[src/sv/t2b_pkg.sv]
// Package for the text-to-bencode converter: codes, character constants, state types.
`default_nettype none
package t2b_pkg;

  localparam int MAX_STRING_DEF = 32;

  localparam logic [7:0] CH_ZERO   = 8'd48;
  localparam logic [7:0] CH_NINE   = 8'd57;
  localparam logic [7:0] CH_X      = 8'h78;
  localparam logic [7:0] CH_LBRK   = 8'h5B;
  localparam logic [7:0] CH_RBRK   = 8'h5D;
  localparam logic [7:0] CH_LPAR   = 8'h28;
  localparam logic [7:0] CH_RPAR   = 8'h29;
  localparam logic [7:0] CH_E      = 8'h65;
  localparam logic [7:0] CH_I      = 8'h69;
  localparam logic [7:0] CH_COLON  = 8'h3A;
  localparam logic [7:0] CH_D      = 8'h64;
  localparam logic [7:0] CH_L      = 8'h6C;
  localparam logic [7:0] CH_PLUS   = 8'h2B;
  localparam logic [7:0] CH_MINUS  = 8'h2D;
  localparam logic [7:0] CH_QUOTE  = 8'h22;
  localparam logic [7:0] CH_BSLASH = 8'h5C;

  localparam logic [1:0] ERR_NONE  = 2'd0;
  localparam logic [1:0] ERR_HEX   = 2'd1;
  localparam logic [1:0] ERR_UNTERM = 2'd2;
  localparam logic [1:0] ERR_LONG  = 2'd3;

  typedef enum logic [2:0] {
    MD_IDLE,
    MD_INT,
    MD_STR,
    MD_ESC,
    MD_HEX1,
    MD_HEX2,
    MD_ERR
  } mode_t;

  typedef enum logic [2:0] {
    SQ_IDLE,
    SQ_QUEUE,
    SQ_READ,
    SQ_DUMP,
    SQ_ERROR
  } seq_t;

endpackage
`default_nettype wire

[src/sv/t2b_ram.sv]
// Generic single-write, single-read RAM with registered read data.
`default_nettype none
module t2b_ram #(
  parameter int WIDTH = 8,
  parameter int DEPTH = 32,
  localparam int AW = (DEPTH > 1) ? $clog2(DEPTH) : 1
) (
  input  wire logic                   clk,
  input  wire logic                   we,
  input  wire logic [AW-1:0]          waddr,
  input  wire logic [WIDTH-1:0]       wdata,
  input  wire logic [AW-1:0]          raddr,
  output logic      [WIDTH-1:0]       rdata
);

  logic [WIDTH-1:0] mem [DEPTH];

  always_ff @(posedge clk) begin
    if (we) begin
      mem[waddr] <= wdata;
    end
    rdata <= mem[raddr];
  end

endmodule
`default_nettype wire

[src/sv/text_to_bencode_converter.sv]
// Top level of the text-to-bencode converter: parser, output sequencer, output register.
//
// Usage: the s_ channel takes one byte of bracketed text per word (s_tdata), with
// s_tlast marking the final byte of a document. The m_ channel gives bencode bytes in
// m_tdata, with m_tuser carrying an error code (0 none, 1 bad hex digit, 2 input ended
// unterminated, 3 string too long) and m_tlast on the last word caused by an input byte.
// An input byte is parsed in its accept cycle; its results (up to three token bytes, or
// a string length and colon, then the buffered string bytes, then one error word) are
// queued and sent by a sequencer through a single output register. A byte that causes
// no word leaves s_tready high; otherwise s_tready drops until the last word is loaded into
// the output register. Each buffered string byte is read from the string buffer RAM, whose
// read is registered, before it is loaded. Results are registered in the sequencer before
// they reach the output register. A stalled m_tready holds the output register and the sequencer; the
// input stays blocked. Synchronous reset returns the parser to idle outside any token,
// clears the string count and empties the output; the buffer RAM needs no clearing.
`default_nettype none
module text_to_bencode_converter #(
  parameter int MAX_STRING = t2b_pkg::MAX_STRING_DEF
) (
  input  wire logic       clk,
  input  wire logic       rst,
  input  wire logic       s_tvalid,
  output logic            s_tready,
  input  wire logic [7:0] s_tdata,   // [7:0] data_byte
  input  wire logic       s_tlast,   // final_byte
  output logic            m_tvalid,
  input  wire logic       m_tready,
  output logic      [7:0] m_tdata,   // [7:0] out_byte
  output logic            m_tlast,   // last_of_run
  output logic      [1:0] m_tuser    // [1:0] error
);

  localparam int CNT_W = $clog2(MAX_STRING + 1);
  localparam int AW    = (MAX_STRING > 1) ? $clog2(MAX_STRING) : 1;
  localparam logic [CNT_W-1:0] CNT_MAX = CNT_W'(MAX_STRING);

  // parser state
  t2b_pkg::mode_t   mode, mode_next;
  logic [3:0]       hex_hi, hex_hi_next;
  logic [CNT_W-1:0] count, count_next;

  // sequencer state
  t2b_pkg::seq_t    sq, sq_next;
  logic [7:0]       q [3];
  logic [1:0]       qn;
  logic [1:0]       qi;
  logic             dump;
  logic [1:0]       err;
  logic [CNT_W-1:0] idx;

  // parser outputs for the word being accepted
  logic [7:0]       pq [3];
  logic [1:0]       pqn;
  logic             pdump;
  logic [1:0]       perr;
  logic             push;
  logic [7:0]       push_data;

  logic             accept;
  logic             out_free;
  logic             load;
  logic [7:0]       ld_byte;
  logic             ld_last;
  logic [1:0]       ld_err;
  logic [7:0]       rdata;

  assign accept   = s_tvalid && s_tready;
  assign out_free = !m_tvalid || m_tready;
  assign s_tready = (sq == t2b_pkg::SQ_IDLE);

  function automatic logic [4:0] hex_value(input logic [7:0] c);
    logic [4:0] r;
    r = 5'd0;
    if (c inside {[8'h30:8'h39]}) r = {1'b1, 4'(c - 8'h30)};
    else if (c inside {[8'h41:8'h46]}) r = {1'b1, 4'(c - 8'h37)};
    else if (c inside {[8'h61:8'h66]}) r = {1'b1, 4'(c - 8'h57)};
    return r;
  endfunction

  function automatic logic [7:0] unescape(input logic [7:0] c);
    logic [7:0] r;
    case (c)
      8'h6E:   r = 8'd10;
      8'h61:   r = 8'd7;
      8'h62:   r = 8'd8;
      8'h65:   r = 8'd27;
      8'h66:   r = 8'd12;
      8'h72:   r = 8'd13;
      8'h74:   r = 8'd9;
      8'h76:   r = 8'd11;
      default: r = c;
    endcase
    return r;
  endfunction

  // tens digit of a length below 70 by comparison against multiples of ten
  function automatic logic [2:0] dec_tens(input logic [CNT_W-1:0] n);
    logic [2:0] t;
    t = 3'd0;
    for (int k = 1; k < 7; k++) begin
      if (7'(n) >= 7'(k * 10)) t = 3'(k);
    end
    return t;
  endfunction

  always_comb begin
    logic       is_dig;
    logic       tok;
    logic [4:0] hv;
    logic [2:0] tens;
    logic [6:0] ones;
    logic [1:0] n;
    is_dig = (s_tdata >= t2b_pkg::CH_ZERO) && (s_tdata <= t2b_pkg::CH_NINE);
    tok    = 1'b0;
    hv     = hex_value(s_tdata);
    tens   = dec_tens(count);
    ones   = 7'(count) - 7'(tens) * 7'd10;
    n      = 2'd0;
    pq[0]  = 8'd0;
    pq[1]  = 8'd0;
    pq[2]  = 8'd0;
    pdump  = 1'b0;
    perr   = t2b_pkg::ERR_NONE;
    push   = 1'b0;
    push_data   = s_tdata;
    mode_next   = mode;
    hex_hi_next = hex_hi;
    count_next  = count;

    case (mode)
      t2b_pkg::MD_ERR: begin
        if (s_tlast) mode_next = t2b_pkg::MD_IDLE;
      end
      t2b_pkg::MD_INT: begin
        if (is_dig) begin
          pq[0] = s_tdata;
          n = 2'd1;
        end else begin
          pq[0] = t2b_pkg::CH_E;
          n = 2'd1;
          mode_next = t2b_pkg::MD_IDLE;
          tok = 1'b1;
        end
      end
      t2b_pkg::MD_STR: begin
        if (s_tdata == t2b_pkg::CH_QUOTE) begin
          if (tens != 3'd0) begin
            pq[n] = t2b_pkg::CH_ZERO + 8'(tens);
            n = n + 2'd1;
          end
          pq[n] = t2b_pkg::CH_ZERO + 8'(ones);
          n = n + 2'd1;
          pq[n] = t2b_pkg::CH_COLON;
          n = n + 2'd1;
          pdump = (count != '0);
          mode_next = t2b_pkg::MD_IDLE;
        end else if (s_tdata == t2b_pkg::CH_BSLASH) begin
          mode_next = t2b_pkg::MD_ESC;
        end else begin
          push = 1'b1;
        end
      end
      t2b_pkg::MD_ESC: begin
        if (s_tdata == t2b_pkg::CH_X) begin
          mode_next = t2b_pkg::MD_HEX1;
        end else begin
          push = 1'b1;
          push_data = unescape(s_tdata);
          mode_next = t2b_pkg::MD_STR;
        end
      end
      t2b_pkg::MD_HEX1: begin
        if (!hv[4]) perr = t2b_pkg::ERR_HEX;
        else begin
          hex_hi_next = hv[3:0];
          mode_next = t2b_pkg::MD_HEX2;
        end
      end
      t2b_pkg::MD_HEX2: begin
        if (!hv[4]) perr = t2b_pkg::ERR_HEX;
        else begin
          push = 1'b1;
          push_data = {hex_hi, hv[3:0]};
          mode_next = t2b_pkg::MD_STR;
        end
      end
      default: begin
        mode_next = t2b_pkg::MD_IDLE;
        tok = 1'b1;
      end
    endcase

    if (tok) begin
      if (s_tdata == t2b_pkg::CH_LPAR) begin
        pq[n] = t2b_pkg::CH_D;
        n = n + 2'd1;
      end else if (s_tdata == t2b_pkg::CH_LBRK) begin
        pq[n] = t2b_pkg::CH_L;
        n = n + 2'd1;
      end else if (s_tdata == t2b_pkg::CH_RPAR || s_tdata == t2b_pkg::CH_RBRK) begin
        pq[n] = t2b_pkg::CH_E;
        n = n + 2'd1;
      end else if (is_dig || s_tdata == t2b_pkg::CH_PLUS || s_tdata == t2b_pkg::CH_MINUS) begin
        pq[n] = t2b_pkg::CH_I;
        pq[n + 2'd1] = s_tdata;
        n = n + 2'd2;
        mode_next = t2b_pkg::MD_INT;
      end else if (s_tdata == t2b_pkg::CH_QUOTE) begin
        count_next = '0;
        mode_next = t2b_pkg::MD_STR;
      end
    end

    if (push) begin
      if (count >= CNT_MAX) begin
        perr = t2b_pkg::ERR_LONG;
        push = 1'b0;
      end else begin
        count_next = count + CNT_W'(1);
      end
    end

    if (mode != t2b_pkg::MD_ERR) begin
      if (perr == t2b_pkg::ERR_NONE && s_tlast && mode_next != t2b_pkg::MD_IDLE) begin
        perr = t2b_pkg::ERR_UNTERM;
      end
      if (perr != t2b_pkg::ERR_NONE) begin
        mode_next = s_tlast ? t2b_pkg::MD_IDLE : t2b_pkg::MD_ERR;
      end else if (s_tlast) begin
        mode_next = t2b_pkg::MD_IDLE;
      end
    end
    pqn = n;
  end

  t2b_ram #(
    .WIDTH (8),
    .DEPTH (MAX_STRING)
  ) u_buf (
    .clk   (clk),
    .we    (accept && push),
    .waddr (count[AW-1:0]),
    .wdata (push_data),
    .raddr (idx[AW-1:0]),
    .rdata (rdata)
  );

  // sequencer next state
  always_comb begin
    sq_next = sq;
    case (sq)
      t2b_pkg::SQ_IDLE: begin
        if (accept) begin
          if (pqn != 2'd0) sq_next = t2b_pkg::SQ_QUEUE;
          else if (perr != t2b_pkg::ERR_NONE) sq_next = t2b_pkg::SQ_ERROR;
        end
      end
      t2b_pkg::SQ_QUEUE: begin
        if (out_free && qi == qn - 2'd1) begin
          if (dump) sq_next = t2b_pkg::SQ_READ;
          else if (err != t2b_pkg::ERR_NONE) sq_next = t2b_pkg::SQ_ERROR;
          else sq_next = t2b_pkg::SQ_IDLE;
        end
      end
      t2b_pkg::SQ_READ: sq_next = t2b_pkg::SQ_DUMP;
      t2b_pkg::SQ_DUMP: begin
        if (out_free) begin
          sq_next = (idx == count - CNT_W'(1)) ? t2b_pkg::SQ_IDLE : t2b_pkg::SQ_READ;
        end
      end
      t2b_pkg::SQ_ERROR: begin
        if (out_free) sq_next = t2b_pkg::SQ_IDLE;
      end
      default: sq_next = t2b_pkg::SQ_IDLE;
    endcase
  end

  // sequencer outputs into the output register
  always_comb begin
    load    = 1'b0;
    ld_byte = 8'd0;
    ld_last = 1'b0;
    ld_err  = t2b_pkg::ERR_NONE;
    case (sq)
      t2b_pkg::SQ_QUEUE: begin
        load    = out_free;
        ld_byte = q[qi];
        ld_last = (qi == qn - 2'd1) && !dump && (err == t2b_pkg::ERR_NONE);
      end
      t2b_pkg::SQ_DUMP: begin
        load    = out_free;
        ld_byte = rdata;
        ld_last = (idx == count - CNT_W'(1));
      end
      t2b_pkg::SQ_ERROR: begin
        load    = out_free;
        ld_last = 1'b1;
        ld_err  = err;
      end
      default: load = 1'b0;
    endcase
  end

  always_ff @(posedge clk) begin
    if (rst) begin
      mode     <= t2b_pkg::MD_IDLE;
      hex_hi   <= 4'd0;
      count    <= '0;
      sq       <= t2b_pkg::SQ_IDLE;
      qn       <= 2'd0;
      qi       <= 2'd0;
      dump     <= 1'b0;
      err      <= t2b_pkg::ERR_NONE;
      idx      <= '0;
      m_tvalid <= 1'b0;
    end else begin
      sq <= sq_next;
      if (accept) begin
        mode   <= mode_next;
        hex_hi <= hex_hi_next;
        count  <= count_next;
        qn     <= pqn;
        qi     <= 2'd0;
        dump   <= pdump;
        err    <= perr;
        idx    <= '0;
      end
      if (load && sq == t2b_pkg::SQ_QUEUE) qi <= qi + 2'd1;
      if (load && sq == t2b_pkg::SQ_DUMP) idx <= idx + CNT_W'(1);
      if (load) m_tvalid <= 1'b1;
      else if (m_tready) m_tvalid <= 1'b0;
    end
  end

  // payload: queued bytes and output word
  always_ff @(posedge clk) begin
    if (accept) begin
      q[0] <= pq[0];
      q[1] <= pq[1];
      q[2] <= pq[2];
    end
    if (load) begin
      m_tdata <= ld_byte;
      m_tlast <= ld_last;
      m_tuser <= ld_err;
    end
  end

endmodule
`default_nettype wire

[config.mk]
export PLATFORM = sky130hd
export DESIGN_NAME = text_to_bencode_converter
export DESIGN_NICKNAME = d
export VERILOG_FILES = /design/src/sv/t2b_pkg.sv /design/src/sv/t2b_ram.sv /design/src/sv/text_to_bencode_converter.sv
export SDC_FILE = /design/constraint.sdc
export NUM_CORES = 1
export LEC_CHECK = 0
export BUFFER_PORTS_ARGS = -buffer_cell sky130_fd_sc_hd__buf_2
export CORE_MARGIN = 2
export CORE_UTILIZATION = 60
export DETAILED_ROUTE_END_ITERATION = 8
export GPL_ROUTABILITY_DRIVEN = 0
export PLACE_DENSITY = 0.8
export SYNTH_ARGS = -nofsm -noshare
export SYNTH_HDL_FRONTEND = slang
export SYNTH_SLANG_ARGS = --single-unit
export TNS_END_PERCENT = 50
[constraint.sdc]
create_clock -name clk -period 7.9 [get_ports clk]
set_input_delay 1.975 -clock clk [delete_from_list [all_inputs] [get_ports clk]]
set_output_delay 1.975 -clock clk [all_outputs]
set_load 0.005 [all_outputs]
==> results.json <==
{
  "status": "finished clean",
  "clk_latency_ps": 560,
  "drt_iter0_markers": 1202,
  "cp_num_buf_inv": 4,
  "grt_overflow_total": 0,
  "ctsRootBufferMaster": "clkbuf_16",
  "holdWs_ps": 470.1,
  "cts_buffers": 31,
  "die_w_um": 162.3,
  "utilization_pct": 66.80,
  "synthAdderAreaFrac_pct": 2.196,
  "final_nets": 1067,
  "yosys_warnings": 0,
  "die_area_sq_um": 26350,
  "cts_tree": "yes",
  "synthXorXnorAreaFrac_pct": 1.048,
  "syn_nets": 1060,
  "rsz0062_at_grt": "false",
  "fin_worst_skew_ps": 8.965,
  "p_leak_uw": 0.005261,
  "syn_to_final_growth_pct": 8.643,
  "reg2regPathDepth": 17,
  "slowest_stage": "nand3_1",
  "grt_usage_pct": 25.80,
  "finalPower_uw": 3428,
  "power_density_nw_per_um2": 209.8,
  "synth_compound_area_share_pct": 8.385,
  "synthMuxAreaShare_pct": 13.53,
  "cts-htree-levels": 1,
  "antenna_cells": 0,
  "grt_first_pass_wirelength_um": 51540,
  "grt_pass1_vias": 8819,
  "slew_violations": 0,
  "timing.max_cap.violations": 0,
  "wire_per_inst_um": 24.04,
  "tightest_slew_ps": 1335,
  "hold_path.class": "register to register",
  "worstSetupPathType": "input port to register",
  "path_cells": "buf_2 > inv_1 > ha_1 > nor3b_1 > nand3_1 > inv_1 > a21oi_1 > inv_1 > ha_1 > nor2_1 > a21oi_1 > a21oi_1 > o22ai_1 > and3_1",
  "path_delay_family": "simple AND/OR/NAND/NOR gates",
  "port_buffers": 25,
  "worstSetupPathDepth": 14,
  "synth_simple_gate_area_share_pct": 9.101,
  "synth_commonest_cells": "291 x edfxtp_1, 114 x nor2_1, 80 x mux4_2",
  "crit_path_max_incr_delay_ps": 480,
  "synth_most_common_cell": "edfxtp_1",
  "cts_post_setup_buffers_inserted": 0,
  "ios": 26,
  "post_cts_resized": 0,
  "critical_path.max_fanout": 16,
  "setup_tns_ps": 0,
  "antenna_found_initial": 0,
  "syn_inst": 1022,
  "num_vias": 9020,
  "yosysUniqueCellTypes": 86,
  "cts.clk_slew.worst_paths_ps": 60,
  "routed_wl_um": 33030,
  "initial_utilization_pct": 61.49,
  "drive_gt1_share_pct": 18.57,
  "cp.required_ps": 8220,
  "clock_sinks": 331,
  "finalCritPeriodShare_pct": 63.08,
  "drc": 0,
  "max-vdd-ir-drop_mv": 0.2105,
  "ys_async_sr_fraction_pct": 0,
  "crit_arrival_ps": 5300,
  "ys.flop_type": "edfxtp_1",
  "synth_edf_count": 291,
  "synth_top_family_by_area": "multiplexers",
  "syn_avg_cell_area_sq_um": 14.72,
  "ctsHoldBuffers": 0,
  "die_y_um": 162.3,
  "clock.fmax_ghz": 0.2007,
  "synth_top_area_share_pct": 58.10,
  "worstHoldPathCells": 2,
  "ant_nets": 0,
  "syn_area_sq_um": 15040,
  "synth_seq_cells": 331,
  "crit_path_end_kind": "register",
  "setup_viol_count_final": 0,
  "ys_seq_area_share_pct": 63.42,
  "crit_path_start_kind": "input port",
  "grt_max_degree": 63,
  "clock_path_buffers": 3,
  "drt_pass1_iterations": 5,
  "hold_violations": 0,
  "layout_setup_ws_ps": 2917,
  "core_sq_um": 24460,
  "synthTopCellsByArea": "edfxtp_1 58%, mux4_2 12%, dfxtp_1 5.3%, nor2_1 2.8%, ha_1 2.0%",
  "dp_slack_ps": 2474,
  "min_period_ps": 4983,
  "synth_top_cell_by_area": "edfxtp_1",
  "placementRows": 57,
  "via_per_inst": 6.565,
  "slew_headroom_pct": 11.02,
  "dp_hpwl_um": 21490
}
cell type report:
type                    instances  area [sq um]
inverters                      21         78.83
repair buffers                 33         185.2
flip-flops and latches        331          9544
clock buffers                  41         823.3
multi-input cells             611          5185
fillers                      1607          8122
clock inverters                13         118.9
well taps                     324         405.4
sequential cells by signal, summed over array words and instances, names as in the netlist, named ones only:
name         cells
qi               2
idx              6
q               24
m_tuser          2
m_tvalid         1
m_tlast          1
dump             1
hex_hi           4
sq               3
mode             3
count            6
qn               2
err              2
m_tdata          8
u_buf.rdata      8
u_buf.mem      256
metal layers:
layer / global-route usage (%) / vias up / part of all wire (%)
met5: 0 / - / 0
met4: 6.879 / 0 / 2.5
met2: 42.21 / 489 / 49
li1: - / 4012 / -
met1: 36.25 / 4451 / 41
met3: 4.915 / 68 / 8.3
placed cells by master (no fill, tap or decap), types with 4 or more instances in the layout:
cell type	instances
xnor2_1	12
nand3_1	18
clkbuf_1	9
mux2_2	10
nand3b_1	5
o211ai_1	4
inv_1	21
nor4_1	5
clkbuf_16	31
nor2_1	114
a31oi_1	7
o22ai_1	8
ha_1	24
clkinv_1	5
dfxtp_1	38
nor2b_1	11
nor3_1	17
a211oi_1	4
xor2_1	6
a32oi_1	9
o31ai_1	4
edfxtp_1	291
o21ai_2	5
nand2b_1	11
and3_1	6
buf_4	8
a22oi_1	6
o21ai_0	31
buf_2	25
nand4_1	5
a21o_1	7
mux4_2	80
mux2i_1	12
a21oi_1	52
nand2_1	61
o21a_1	5
through the flow:
step,cell area (sq um),cells
floorplan,15040,1022
global placement,15400,1320
detailed placement,15400,1320
CTS,16340,1374
global route,16340,1374
finish,16340,1374
report_power, final:
part	total [uW]	switching, uW	internal (uW)
clock network	1400	611	792
registers	1920	6.35	1910
logic	105	76.5	28.1
cell families after synthesis:
family	Yosys count
xor+xnor	18
flops	331
compound gates	182
fa+ha+maj	26
mux	102
other cells	1
buf+inv	80
simple gates	282
worst reg2reg max path: stages, from the launching register on:
cell and delay [ps]:
dfxtp_1 420, inv_1 290, ha_1 250, nor2_1 50
o21a_1 180, o31ai_1 410, o21ai_0 180, ha_1 350
o21a_1 150, o21a_1 190, nor2_1 200, inv_1 100
ha_1 320, a21o_1 170, a21oi_1 100, a21oi_1 190
o22ai_1 80, and3_1 190
worst paths after layout:
path                              to                  start  slack, ps
hold / removal    qn[0]$_SDFFE_PP0P_     qn[0]$_SDFFE_PP0P_        470
hold reg to reg   qn[0]$_SDFFE_PP0P_     qn[0]$_SDFFE_PP0P_        470
setup reg to reg   q[1][0]$_DFFE_PP_  count[0]$_SDFFE_PP0P_       3830
setup / recovery   q[1][0]$_DFFE_PP_             s_tdata[0]       2920
No activity file was read; power rests on OpenSTA's default activity.
